`src/design/bcc_ram.sv`:
```
`default_nettype none
// ----------------------------------------------------------------------------
// bcc_ram
// generic single-port ram with registered read
// ----------------------------------------------------------------------------
module bcc_ram #(
    parameter int WIDTH = 8,
    parameter int DEPTH = 16
) (
    input  wire logic                     clk,
    input  wire logic                     we,
    input  wire logic [$clog2(DEPTH)-1:0] addr,
    input  wire logic [WIDTH-1:0]         wdata,
    output logic      [WIDTH-1:0]         rdata
);

    logic [WIDTH-1:0] mem [DEPTH];

    always_ff @(posedge clk)
    begin
        if (we)
        begin
            mem[addr] <= wdata;
        end
        rdata <= mem[addr];
    end

endmodule
`default_nettype wire

```
`config.mk`:
```
export PLATFORM = sky130hd
export DESIGN_NAME = bcc_ram
export DESIGN_NICKNAME = d
export VERILOG_FILES = /design/src/design/bcc_ram.sv
export SDC_FILE = /design/constraint.sdc
export NUM_CORES = 1
export LEC_CHECK = 0
export ABC_AREA = 1
export BUFFER_PORTS_ARGS = -buffer_cell sky130_fd_sc_hd__buf_2
export CAP_MARGIN = 20
export CORE_MARGIN = 4
export CORE_UTILIZATION = 32
export DETAILED_ROUTE_END_ITERATION = 8
export SKIP_LAST_GASP = 1
export SYNTH_ARGS = -nofsm -noshare
export SYNTH_HDL_FRONTEND = slang
export SYNTH_SLANG_ARGS = --single-unit
```
`constraint.sdc`:
```
create_clock -name clk -period 2.04 [get_ports clk]
set_input_delay 0.408 -clock clk [delete_from_list [all_inputs] [get_ports clk]]
set_output_delay 0.408 -clock clk [all_outputs]
set_load 0.005 [all_outputs]
```
==> metrics.csv <==
stage,metric,value,unit
run_status,status,finished clean,
pwr,register share of total power,0.474,
clock_tree,CTS sink count,136,
setup_path,Startpoint Class,primary input,
clock_tree,"CTS clk-pin slew, worst paths",0.06,ns
pwr,Gate power share,0.058,
sta,highest clock rate,766,MHz
synth,Synth Instances,548,
detailed_routing,Avg WL per Cell,15.2,um
floorplan,Initial Util,0.324,
place,dpl ws,0.320,ns
synth,Syn Area/Cell,10.2,sq um
layout,layout cell share with drive strength beyond 1,0.119,
pwr,internal power,0.00527,W
floorplan,Top Ports,22,
synth,Yosys reg bits,136,
clock_tree,Clock Latency Late Sink,0.42,ns
floorplan,chip height,140,um
layout,Area Overhead vs Synth,19.1,%
setup_path,Crit Path Class,primary input to flop,
sta,endpoints failing setup,0,
global_route,first-pass GRT wire length,20.1,mm
detailed_routing,Post-DRT Antenna Nets,0,
clock_tree,setup repair bufs after CTS,0,
pwr,sw power,0.00137,W
clock_tree,CTS root buf,clkbuf_16,
detailed_routing,Residual DRC,0,
global_route,largest net degree at the start of global routing,49,
setup_path,largest fanout on the critical path,40,
synth,"Distinct cells, synth",11,
sta,Fin Setup TNS,0,ns
setup_path,WP data required,2.40,ns
layout,Final Util,0.386,
clock_tree,CTS Hold Bufs,0,
setup_path,CP arrival,1.66,ns
sta,"Hold Vio Cnt, Final",0,
detailed_routing,routed vias,3708,
sta,worst rel slew slack,0.703,
sta,fin crit share,0.640,
clock_tree,CTS tree,yes,
pwr,Leak,2.85,nW
floorplan,Core Footprint,17200,sq um
place,DP Wirelength,8.04,mm
detailed_routing,total wire length,12.6,mm
place,final RePlAce weighted congestion,0.814,
floorplan,width of the die,140,um
global_route,GRT Total Usage,0.136,
job,Max Cap Viol,0,
sta,Pins Over Slew Limit,0,
global_route,vias in the first global route,3799,
floorplan,FP Rows,48,
layout,# nets final,606,
sta,RSZ-0062 raised after global routing,no,
synth,"Cell Area, Synth",5590,sq um
min_path,Hold Crit Class,primary input to flop,
clock_tree,number of H-tree levels,4,
pwr,Clock power frac,0.468,
setup_path,crit end category,flop,
pwr,VDD IR-drop max,0.629,mV
detailed_routing,vias per std cell,4.47,
place,Port Buffers,21,
synth,syn_nets,562,
pwr,Pwr Density,996,nW/um^2
clock_tree,clock buffer depth,2,
synth,register area share after synthesis,0.716,
layout,Antenna Cells,0,
sta,Final Worst Setup Slack,0.735,ns
sta,clock skew,0.00634,ns
pwr,sw frac,0.206,
sta,Final min period,1.31,ns
detailed_routing,Pre-Repair DR Iteration Count,5,
detailed_routing,initial DRC count,298,
floorplan,Die ar.,19700,sq um
clock_tree,post-CTS resize count,0,
synth,warnings from Yosys,0,
global_route,initial antenna violation count,0,
clock_tree,CTS Buf Count,17,
global_route,grt total ovfl,0,
min_path,hold path depth,1,
sta,Least-Margin Pin Slew,0.445,ns
setup_path,R2R cell count,8,
cell usage in the layout, fill, tap and decap left out:
cell type / count
buf_2: 21
nor2_1: 18
clkinv_4: 1
clkinv_2: 3
bufinv_16: 4
buf_12: 1
dfxtp_1: 8
nand2_1: 346
nand3_1: 4
buf_4: 24
clkbuf_1: 5
clkinv_1: 3
inv_2: 1
clkbuf_16: 17
inv_1: 21
edfxtp_1: 128
power groups by stage:
| stage | clock (W) | combinational (W) | sequential, W |
|---|---|---|---|
| final | 0.00311 | 0.000385 | 0.00314 |
| after global routing | 0.00329 | 0.000439 | 0.00315 |
| after CTS | 0.00316 | 0.000390 | 0.00314 |
| after detailed placement | 0 | 0.000387 | 0.00320 |
| after global placement | 0 | 0.000385 | 0.00320 |
| after floorplan | 0 | 0.000215 | 0.00320 |
final cells by class:
type,instances,area (sq um)
clock buffers,22,444
clock inverters,10,151
fillers,1662,10600
inverters,23,86.3
multi-input cells,368,1390
flip-flops and latches,136,4000
well taps,225,282
repair buffers,46,305
cell usage after synthesis:
library cell	instances	area [sq um]
dfxtp_1	8	160
buf_4	6	45.0
clkbuf_1	3	11.3
clkinv_1	1	3.75
nor2_1	18	67.6
edfxtp_1	128	3840
nand2_1	346	1300
nand3_1	4	20.0
inv_2	1	3.75
inv_1	21	78.8
buf_2	12	60.1
cells by family after synthesis:
kind of cell,Yosys count,synth area share
buf+inv,44,0.0362
flops,136,0.716
simple gates,368,0.248
final timing paths:
path | to | slack (ns) | start
worst max-delay path | rdata[5] | 0.73 | addr[0]
worst max register to register | rdata[5] | 1.01 | mem[1][5]
worst min register to register | rdata[3] | 0.73 | mem[13][3]
worst min-delay path | mem[15][3] | 0.45 | wdata[3]
layer usage:
| metal | vias up | global-route usage | wire length (um) |
|---|---|---|---|
| met2 | 107 | 0.228 | 6180 |
| li1 | 1837 | - | - |
| met3 | 13 | 0.0410 | 705 |
| met1 | 1751 | 0.172 | 5590 |
| met5 | - | 0 | 0 |
| met4 | 0 | 0.0398 | 140 |
worst max-delay path, cell delays in order:
cell and delay [ns]:
buf_2 0.12, inv_2 0.10, buf_4 0.37, nand2_1 0.14
nand2_1 0.08, nand2_1 0.05, nand2_1 0.08, nand2_1 0.05
nand2_1 0.13, inv_1 0.06, nand2_1 0.06
stage by stage:
step / hold slack [ns] / cell area, sq um / cells / power (W)
detailed placement: 0.714 / 6060 / 798 / 0.00359
finish: 0.449 / 6660 / 830 / 0.00663
global placement: 0.707 / 6060 / 798 / 0.00358
floorplan: 0.507 / 5590 / 548 / 0.00341
global route: 0.436 / 6660 / 830 / 0.00688
CTS: 0.427 / 6660 / 830 / 0.00670
state kept, by name, summed over array words and instances (netlist names):
| register | count |
|---|---|
| mem | 128 |
| rdata | 8 |
(Power assumes the default switching activity.)
