$ cat config.mk
export PLATFORM = sky130hd
export DESIGN_NAME = bcc_modmul
export DESIGN_NICKNAME = d
export VERILOG_FILES = /design/src/design/bcc_pkg.sv /design/src/design/bcc_modmul.sv
export SDC_FILE = /design/constraint.sdc
export NUM_CORES = 1
export LEC_CHECK = 0
export BUFFER_PORTS_ARGS = -buffer_cell sky130_fd_sc_hd__buf_4
export CORE_AREA = 2 2 134 136
export DETAILED_ROUTE_END_ITERATION = 10
export DIE_AREA = 0 0 136 138
export PLACE_DENSITY_LB_ADDON = 0.1
export SLEW_MARGIN = 0
export SYNTH_ARGS = -nofsm -noshare
export SYNTH_HDL_FRONTEND = slang
export SYNTH_SLANG_ARGS = --single-unit
export TNS_END_PERCENT = 10
$ cat constraint.sdc
create_clock -name clk -period 11.7 [get_ports clk]
set_clock_uncertainty 0.05 [all_clocks]
set_input_delay 0.585 -clock clk [delete_from_list [all_inputs] [get_ports clk]]
set_output_delay 0.585 -clock clk [all_outputs]
set_load 0.01 [all_outputs]
$ cat src/design/bcc_pkg.sv
`default_nettype none
// ----------------------------------------------------------------------------
// bcc_pkg
// shared types and constants for the bipartite coloring counter
// ----------------------------------------------------------------------------
package bcc_pkg;

    localparam logic [29:0] MODULUS = 30'd998244353;

    localparam logic [1:0] CMD_CLEAR = 2'd0;
    localparam logic [1:0] CMD_ADD   = 2'd1;
    localparam logic [1:0] CMD_EVAL  = 2'd2;

    localparam logic [1:0] COLOR_EVEN = 2'd0;
    localparam logic [1:0] COLOR_ODD  = 2'd1;
    localparam logic [1:0] UNCOLORED  = 2'd2;

    typedef enum logic [1:0] {
        MM_DOUBLE = 2'd0,
        MM_ADD    = 2'd1,
        MM_MUL    = 2'd2
    } mm_op_t;

    // modular add of two residues
    function automatic logic [29:0] mod_add(input logic [29:0] a, input logic [29:0] b);
        logic [30:0] s;
        begin
            s = {1'b0, a} + {1'b0, b};
            if (s >= {1'b0, MODULUS})
            begin
                s = s - {1'b0, MODULUS};
            end
            mod_add = s[29:0];
        end
    endfunction

endpackage
`default_nettype wire

$ cat src/design/bcc_modmul.sv
`default_nettype none
// ----------------------------------------------------------------------------
// bcc_modmul
// shared modular unit: double, add, or bit-serial multiply mod 998244353
// ----------------------------------------------------------------------------
module bcc_modmul
    import bcc_pkg::*;
(
    input  wire logic        clk,
    input  wire logic        rst_n,
    input  wire logic        start,
    input  wire mm_op_t      op,
    input  wire logic [29:0] a,
    input  wire logic [29:0] b,
    output logic             busy,
    output logic [29:0]      result
);

    logic [29:0] acc_reg, acc_next;
    logic [29:0] mpl_reg, mpl_next;
    logic [29:0] mcand_reg, mcand_next;
    logic [4:0]  cnt_reg, cnt_next;
    logic        busy_reg, busy_next;
    logic [29:0] dbl;

    assign dbl = mod_add(acc_reg, acc_reg);

    always_comb
    begin
        acc_next   = acc_reg;
        mpl_next   = mpl_reg;
        mcand_next = mcand_reg;
        cnt_next   = cnt_reg;
        busy_next  = busy_reg;
        if (start)
        begin
            case (op)
                MM_DOUBLE: acc_next = mod_add(a, a);
                MM_ADD:    acc_next = mod_add(a, b);
                MM_MUL:
                begin
                    acc_next   = 30'd0;
                    mpl_next   = b;
                    mcand_next = a;
                    cnt_next   = 5'd29;
                    busy_next  = 1'b1;
                end
                default:   acc_next = a;
            endcase
        end
        else if (busy_reg)
        begin
            // msb-first double and add
            acc_next = mpl_reg[cnt_reg] ? mod_add(dbl, mcand_reg) : dbl;
            if (cnt_reg == 5'd0)
            begin
                busy_next = 1'b0;
            end
            else
            begin
                cnt_next = cnt_reg - 5'd1;
            end
        end
    end

    always_ff @(posedge clk or negedge rst_n)
    begin
        if (!rst_n)
        begin
            busy_reg <= 1'b0;
            cnt_reg  <= '0;
        end
        else
        begin
            busy_reg <= busy_next;
            cnt_reg  <= cnt_next;
        end
    end

    always_ff @(posedge clk)
    begin
        acc_reg   <= acc_next;
        mpl_reg   <= mpl_next;
        mcand_reg <= mcand_next;
    end

    assign busy   = busy_reg;
    assign result = acc_reg;

endmodule
`default_nettype wire

==> results.yml, run 1 <==
sta:
  finalCritPeriodShare_pct: 75.5
  setup_viol: 0
  final-max-slew-violation-count: 0
  worstMarginPinSlew_ns: 0.894
  relSlewSlack_pct: 40.3
  period_needed_ns: 8.83
  finalHoldViolations: 0
  fin_hold_ws_ns: 0.364
  grt_setup_unrepaired: "false"
  fmax_ghz: 0.113
  setup_slack_ns: 2.87
  fin_setup_tns_ns: 0
synth:
  ys_seq_elements: 96
  synth_cell_types: 96
  syn_area_mm2: 0.0105
  ys_async_sr_fraction_pct: 6.25
  synth_area_leaders: "edfxtp_1 (26%), ha_1 (8.1%), xnor2_1 (5.2%)"
  synthMostInstantiatedCell: "nand2_1"
  ys.flop_type: "edfxtp_1"
  ys_warn_count: 0
  syn-mean-instance-area_um2: 8.49
  synth_edf_count: 90
  netlist_top_cells_count: "nand2_1 (114), nor2_1 (104), a21oi_1 (94)"
  ys_seq_area_share_pct: 27.1
  synthCells: 1238
  synth.largest_area_cell: "edfxtp_1"
  syn_nets: 1373
  synth_top_area_share_pct: 25.7
detailed_routing:
  wl_mm: 32.3
  ant_nets: 0
  drc_errors: 0
  avgRoutedWirePerCell_um: 20.9
  drtPass1Iterations: 5
  drt_iter0_markers: 1015
  vias: 10400
  viasPerCell: 6.73
setup_path:
  cp_data_required_time_ns: 11.76
  critPathCaptureType: "flop"
  crit_slowest_cell: "nor4b_1"
  rrSetupSlack_ns: 2.87
  path_cells: "or4_1 > nor4b_1 > nand4_1 > a41oi_1 > nor2_1 > a21oi_1 > inv_1 > nand2_1 > nor3_1 > xor2_1 > ha_1 > o21a_1 > o2111a_1 > a221oi_1 > nand2_1 > o311ai_1 > nand4bb_1 > nor3_2 > a21boi_1 > o2bb2ai_2 > nor3_1 > and3_1 > a32o_1 > or3b_1"
  crit_path_start_kind: "flop"
  r2r_start: "result[3]"
  cp_max_fo: 16
  reg2reg_depth: 24
  max_stage_delay_ns: 0.66
  r2r_end: "result[10]"
  cp_data_arrival_time_ns: 8.90
  crit_type: "reg -> reg"
clock_tree:
  htree_levels: 3
  root_buffer: "clkbuf_16"
  ctsResizeCount: 0
  worstSkewPairLatency_ns: 0.36
  hold_buffers: 1
  cts-buffers-inserted: 9
  clk_pin_slew_ns: 0.08
  cts_tree: "done"
  postCtsSetupBuffers: 0
  cts_buffer_depth: 2
  cts_sinks: 96
placed_design:
  pre_cts_slack_ns: 3.12
  gp_congestion: 0.940
  dpl.hpwl_mm: 25.8
  portBuffers: 95
global_route:
  overflow: 0
  grt_max_degree: 39
  track_usage_pct: 34.3
  antenna_found_initial: 0
  grt_pass1_vias: 9578
  grt_pass1_wl_mm: 50.8
floorplanning:
  start_util_pct: 60.0
  die-area_mm2: 0.0188
  io_pins: 96
  die-width_um: 136
  core_mm2: 0.0175
  rows: 49
  die_y_um: 138
hold_path:
  min_from: "b[29]"
  hold_class: "in -> reg"
  holdPathEnd: "mpl_reg[29]"
  holdPathStages: 1
job:
  max_cap_violations: 0
cells_and_area:
  insertedDiodeCount: 0
  utilization_pct: 66.9
  area_delta_synth_final_pct: 11.6
  nets: 1441
  final_layout_size_suffix_gt1_share_pct: 11.9
  num-fill-cells: 1504
outcome:
  status: "finished clean"
pwr:
  powerDensity_mw_per_mm2: 257
  power_uw: 3020
  ir_worst_vdd_v: 0.000189
  leakagePower_uw: 0.00454
## logic make-up (layout without fill, tap and decap cells)
group / count (synthesis) / in the layout / share of synthesized area (%)
multiplexers: 24 / 24 / 3.31
flip-flops: 96 / 96 / 27.1
AO/OA/AOI/OAI: 394 / 394 / 26.2
buffers and inverters: 76 / 149 / 2.82
XOR/XNOR: 125 / 125 / 10.4
adder cells (fa/ha/maj): 70 / 70 / 8.47
AND/OR/NAND/NOR: 453 / 453 / 21.6
## worst max-delay path, delay by kind of cell, from the launching register on
family                   cells  cell delay (ns)
XOR/XNOR                     1             0.27
buffers and inverters        1             0.31
AO/OA/AOI/OAI                9             3.32
flip-flops                   1             0.48
AND/OR/NAND/NOR             12             3.76
adder cells (fa/ha/maj)      1             0.38
## layer usage
| metal | routed length, µm | GRT usage, % |
|---|---|---|
| met1 | 13800 | 48.9 |
| met2 | 15200 | 55.3 |
| met3 | 2390 | 3.34 |
| met4 | 850 | 9.92 |
| met5 | 0 | 0 |
## area by class of cell
type                            count  area [µm²]  share of cell area (%)
Tap cell                          229         287                    2.44
Multi-Input combinational cell   1066        7370                    62.8
Clock buffer                       10         229                    1.95
Clock inverter                      6         114                   0.970
Inverter                           30         113                   0.959
Timing Repair Buffer              103         776                    6.61
Sequential cell                    96        2850                    24.3
## where the power goes
| part | switching (µW) | internal [µW] | total [µW] |
|---|---|---|---|
| Clock | 140 | 211 | 350 |
| Sequential | 108 | 477 | 585 |
| Combinational | 1250 | 837 | 2080 |
## placed cells by master (no fill, tap or decap), types with 8 or more instances in the layout
cell type and count:
edfxtp_1 90, o211ai_1 24, mux4_2 8, nand4_1 11
nor2_1 104, or3_1 15, o21a_1 17, a221oi_1 8
clkbuf_16 9, nand2_1 114, ha_1 68, a21o_1 31
o21ai_1 8, a31oi_1 11, nor2b_1 13, a211oi_1 27
and2_1 9, inv_1 28, buf_4 102, xnor2_1 63
nand3_1 33, mux2i_1 10, o21ai_0 52, a21oi_1 94
xor2_1 62, nand2b_1 10, nor3b_1 9, and3_1 19
nor3_1 57, nor4_1 16, a22oi_1 12
## per-stage QoR
step           cells  area (µm²)
2_1_floorplan   1238       10500
3_3_place_gp    1523       11400
3_5_place_dp    1523       11400
4_1_cts         1540       11700
5_1_grt         1540       11700
6_report        1540       11700
## worst max-delay path by stage
| stage | start | end | depth (start not counted) |
|---|---|---|---|
| 3_3_place_gp | result[3] | result[10] | 26 |
| 5_1_grt | result[5] | result[10] | 26 |
| 2_1_floorplan | result[6] | result[10] | 28 |
| 4_1_cts | result[3] | result[10] | 24 |
| 3_5_place_dp | result[3] | result[10] | 24 |
| 6_report | result[3] | result[10] | 24 |
No activity file was read; power rests on OpenSTA's default activity.
==> run 2, diff against run 1 <==
clock period = 8.5 ns   (was 11.7 ns; I/O delays follow)
==> results.yml, run 2 (same netlist as run 1, synthesis figures left out) <==
floorplanning:
  rows: 49
  core_mm2: 0.0175
  start_util_pct: 60.0
  die-width_um: 136
  die-area_mm2: 0.0188
  die_y_um: 138
  io_pins: 96
cells_and_area:
  layout_common_cells: "nand2_1 (114), nor2_1 (104), buf_4 (103)"
  insertedDiodeCount: 0
  area_delta_synth_final_pct: 10.9
  final_layout_size_suffix_gt1_share_pct: 11.9
  nets: 1442
  final_common_cell: "nand2_1"
  utilization_pct: 66.5
detailed_routing:
  drtPass1Iterations: 6
  vias: 10400
  avgRoutedWirePerCell_um: 21.2
  drt_iter0_markers: 946
  ant_nets: 0
  drc_errors: 0
  wl_mm: 32.7
  viasPerCell: 6.74
setup_path:
  cp_max_fo: 11
  max_stage_delay_ns: 0.59
  crit_type: "reg -> reg"
  cp_data_arrival_time_ns: 7.76
  rrSetupSlack_ns: 0.80
  critPathCaptureType: "flop"
  crit_path_start_kind: "flop"
  cp_common_cell: "nand2_1"
  cp_data_required_time_ns: 8.56
  crit_slowest_cell: "or4_1"
sta:
  grt_setup_unrepaired: "false"
  final-max-slew-violation-count: 0
  period_needed_ns: 7.70
  fmax_ghz: 0.130
  finalCritPeriodShare_pct: 90.6
  fin_setup_tns_ns: 0
  finalHoldViolations: 0
  worstMarginPinSlew_ns: 1.22
  setup_slack_ns: 0.796
  relSlewSlack_pct: 18.6
  setup_viol: 0
clock_tree:
  htree_levels: 3
  cts_sinks: 96
  cts_tree: "done"
  root_buffer: "clkbuf_16"
  cts-buffers-inserted: 9
  clk_pin_slew_ns: 0.07
  postCtsSetupBuffers: 0
  ctsResizeCount: 0
  hold_buffers: 1
  cts_buffer_depth: 2
  worstSkewPairLatency_ns: 0.36
placed_design:
  dpl.hpwl_mm: 25.8
  portBuffers: 95
  gp_congestion: 0.968
  pre_cts_slack_ns: 0.981
global_route:
  track_usage_pct: 34.7
  grt_max_degree: 38
  grt_pass1_wl_mm: 51.0
  antenna_found_initial: 0
  grt_pass1_vias: 9581
  overflow: 0
pwr:
  ir_worst_vdd_v: 0.000200
  power_uw: 4090
  leakagePower_uw: 0.00451
  powerDensity_mw_per_mm2: 351
outcome:
  status: "finished clean"
job:
  max_cap_violations: 0
hold_path:
  hold_class: "in -> reg"
-- run 2: cell count changes in the layout (fill, tap and decap cells not counted), sizes merged --
cell	before	now
clkbuf	10	12
clkinv	2	3
buf	102	103
bufinv	3	0
-- run 2: final timing paths --
kind	endpoint	cells past startpoint	start
max	result[10]	28	result[3]
min	mpl_reg[29]	1	b[29]
max reg2reg	result[10]	28	result[3]
min reg2reg	busy	1	busy
max in group asynchronous	cnt_reg[2]	2	rst_n
min in group asynchronous	cnt_reg[3]	2	rst_n
-- run 2: area by class of cell --
class,count,area [µm²]
inverter,30,113
timing repair buffer,104,783
sequential,96,2850
fill,1579,5870
multi-input combinational,1066,7370
clock inverter,4,27.5
tap,229,287
clock buffer,12,236
-- run 2: worst max-delay path, delay by kind of cell (launching register included) --
family	cells	cell delay, ns
compound gates	9	2.60
fa+ha+maj	1	0.38
buf+inv	3	0.51
flops	1	0.49
simple gates	15	3.42
-- run 2: stage by stage --
step                      cell area [µm²]  instances  hold WS, ns
after floorplan                     10500       1238       0.0794
after global placement              11400       1524        0.193
after detailed placement            11400       1524        0.196
after CTS                           11700       1541        0.199
after global routing                11700       1541        0.202
final                               11700       1541        0.203
-- run 2: report_power, final --
group          internal, µW  switching [µW]
Clock                   200             188
Sequential              657             149
Combinational          1160            1730
Total                  2020            2070
-- run 2: metal layers --
layer	wire length (µm)	track usage, %	up-vias
li1	-	-	4918
met1	13700	47.4	4912
met2	15400	56.7	487
met3	2710	4.66	62
met4	939	11.4	0
met5	0	0	-
==> run 3, diff against run 2 <==
BUFFER_PORTS_ARGS = not set   (was -buffer_cell sky130_fd_sc_hd__buf_4)
DONT_BUFFER_PORTS = 1   (was not set)
clock period = 9.6 ns   (was 8.5 ns; I/O delays follow)
==> results.yml, run 3 (same netlist as run 1, synthesis figures left out) <==
outcome:
  status: "finished clean"
setup_path:
  crit_type: "reg -> reg"
  cp_data_arrival_time_ns: 8.45
  crit_cells: 27
  cp_max_fo: 16
  crit_slowest_cell: "nor4b_1"
  max_stage_delay_ns: 0.72
  reg2reg_depth: 27
  critPathCaptureType: "flop"
  critical-path-top-delay-family: "simple AND/OR/NAND/NOR gates"
  rrSetupSlack_ns: 1.22
  r2r_end: "result[10]"
  r2r_start: "result[5]"
  cp_data_required_time_ns: 9.67
  cp-startpoint: "result[5]"
  cp_common_cell: "nand2_1"
  crit_path_start_kind: "flop"
  critPathBufInv: 2
cells_and_area:
  insertedDiodeCount: 0
  area_delta_synth_final_pct: 4.14
  layout_common_cells: "nand2_1 (114), nor2_1 (104), a21oi_1 (94)"
  final_cell_count_no_fill: 1444
  utilization_pct: 62.5
  final_common_cell: "nand2_1"
  num-fill-cells: 1565
  final_layout_size_suffix_gt1_share_pct: 4.94
  nets: 1345
sta:
  final-max-slew-violation-count: 0
  relSlewSlack_pct: 41.6
  setup_viol: 0
  fmax_ghz: 0.119
  period_needed_ns: 8.38
  grt_setup_unrepaired: "false"
  worstMarginPinSlew_ns: 0.868
  finalCritPeriodShare_pct: 87.3
  fin_setup_tns_ns: 0
  finalHoldViolations: 0
global_route:
  overflow: 0
  grt_pass1_vias: 9123
  grt_max_degree: 40
  track_usage_pct: 34.0
  grt_pass1_wl_mm: 49.6
  antenna_found_initial: 0
job:
  max_cap_violations: 0
detailed_routing:
  viasPerCell: 6.84
  wl_mm: 32.0
  vias: 9875
  drc_errors: 0
  drtPass1Iterations: 6
  drt_iter0_markers: 829
  avgRoutedWirePerCell_um: 22.1
  ant_nets: 0
hold_path:
  min_from: "a[8]"
  hold_class: "in -> reg"
  holdPathStages: 0
  holdPathEnd: "mcand_reg[8]"
clock_tree:
  ctsResizeCount: 0
  worstSkewPairLatency_ns: 0.36
  cts_sinks: 96
  cts-buffers-inserted: 9
  clk_pin_slew_ns: 0.08
  cts_buffer_depth: 2
  htree_levels: 3
  cts_tree: "done"
  root_buffer: "clkbuf_16"
pwr:
  power_uw: 3490
  powerDensity_mw_per_mm2: 319
  ir_worst_vdd_v: 0.000234
  leakagePower_uw: 0.00404
floorplanning:
  io_pins: 96
  die-width_um: 136
  start_util_pct: 60.0
  die-area_mm2: 0.0188
  core_mm2: 0.0175
  rows: 49
  die_y_um: 138
placed_design:
  dp_cells: 1427
  dpl.hpwl_mm: 25.4
  portBuffers: 0
  gp_congestion: 0.955
-- run 3: cell types whose count changed in the layout (fill, tap and decap cells not counted) --
cell	previous run	this run
buf_4	103	6
clkinv_1	1	3
clkinv_2	2	0
inv_6	2	3
inv_8	0	1
clkinvlp_4	0	1
clkbuf_1	3	0
-- run 3: final cells by class --
class	instances	area, µm²	share of cell area [%]
clock buffers	9	225	2.06
multi-input cells	1066	7370	67.3
inverters	30	113	1.03
clock inverters	7	52.6	0.480
repair buffers	7	55.1	0.503
flip-flops and latches	96	2850	26.1
well taps	229	287	2.62
-- run 3: worst max-delay path by stage --
stage | to | slack [ns]
2_1_floorplan | result[10] | 2.89
3_3_place_gp | result[10] | 1.53
3_5_place_dp | result[10] | 1.35
4_1_cts | result[10] | 1.34
5_1_grt | result[10] | 0.61
6_report | result[10] | 1.22
-- run 3: where the power goes --
| group | internal [µW] | switching (µW) |
|---|---|---|
| Sequential | 582 | 175 |
| Clock | 179 | 178 |
| Combinational | 938 | 1440 |
| Total | 1700 | 1790 |
-- run 3: through the flow --
step	hold slack, ns	setup WS (ns)	instance area (µm²)
6_report	0.157	1.22	11000
5_1_grt	0.147	0.613	11000
3_5_place_dp	0.135	1.35	10700
4_1_cts	0.150	1.34	11000
2_1_floorplan	0.134	2.89	10500
3_3_place_gp	0.135	1.53	10700
-- run 3: per-layer routing --
metal | routed length (µm) | up-vias | track usage, %
li1 | - | 4707 | -
met1 | 13800 | 4673 | 47.0
met2 | 14800 | 428 | 54.1
met3 | 2410 | 67 | 5.02
met4 | 968 | 0 | 12.1
met5 | 0 | - | 0
-- run 3: what timing repair did --
action                     CTS  global route
buffers inserted             0             0
hold endpoints to repair     6             0
hold buffers                 1             0
setup endpoints to repair    0             0
-- run 3: worst reg2reg max path, delay by kind of cell, from the launching register on --
kind	cells	cell delay, ns
fa+ha+maj	1	0.38
simple gates	14	4.06
compound gates	9	2.44
xor+xnor	1	0.21
flops	1	0.49
buf+inv	2	0.49
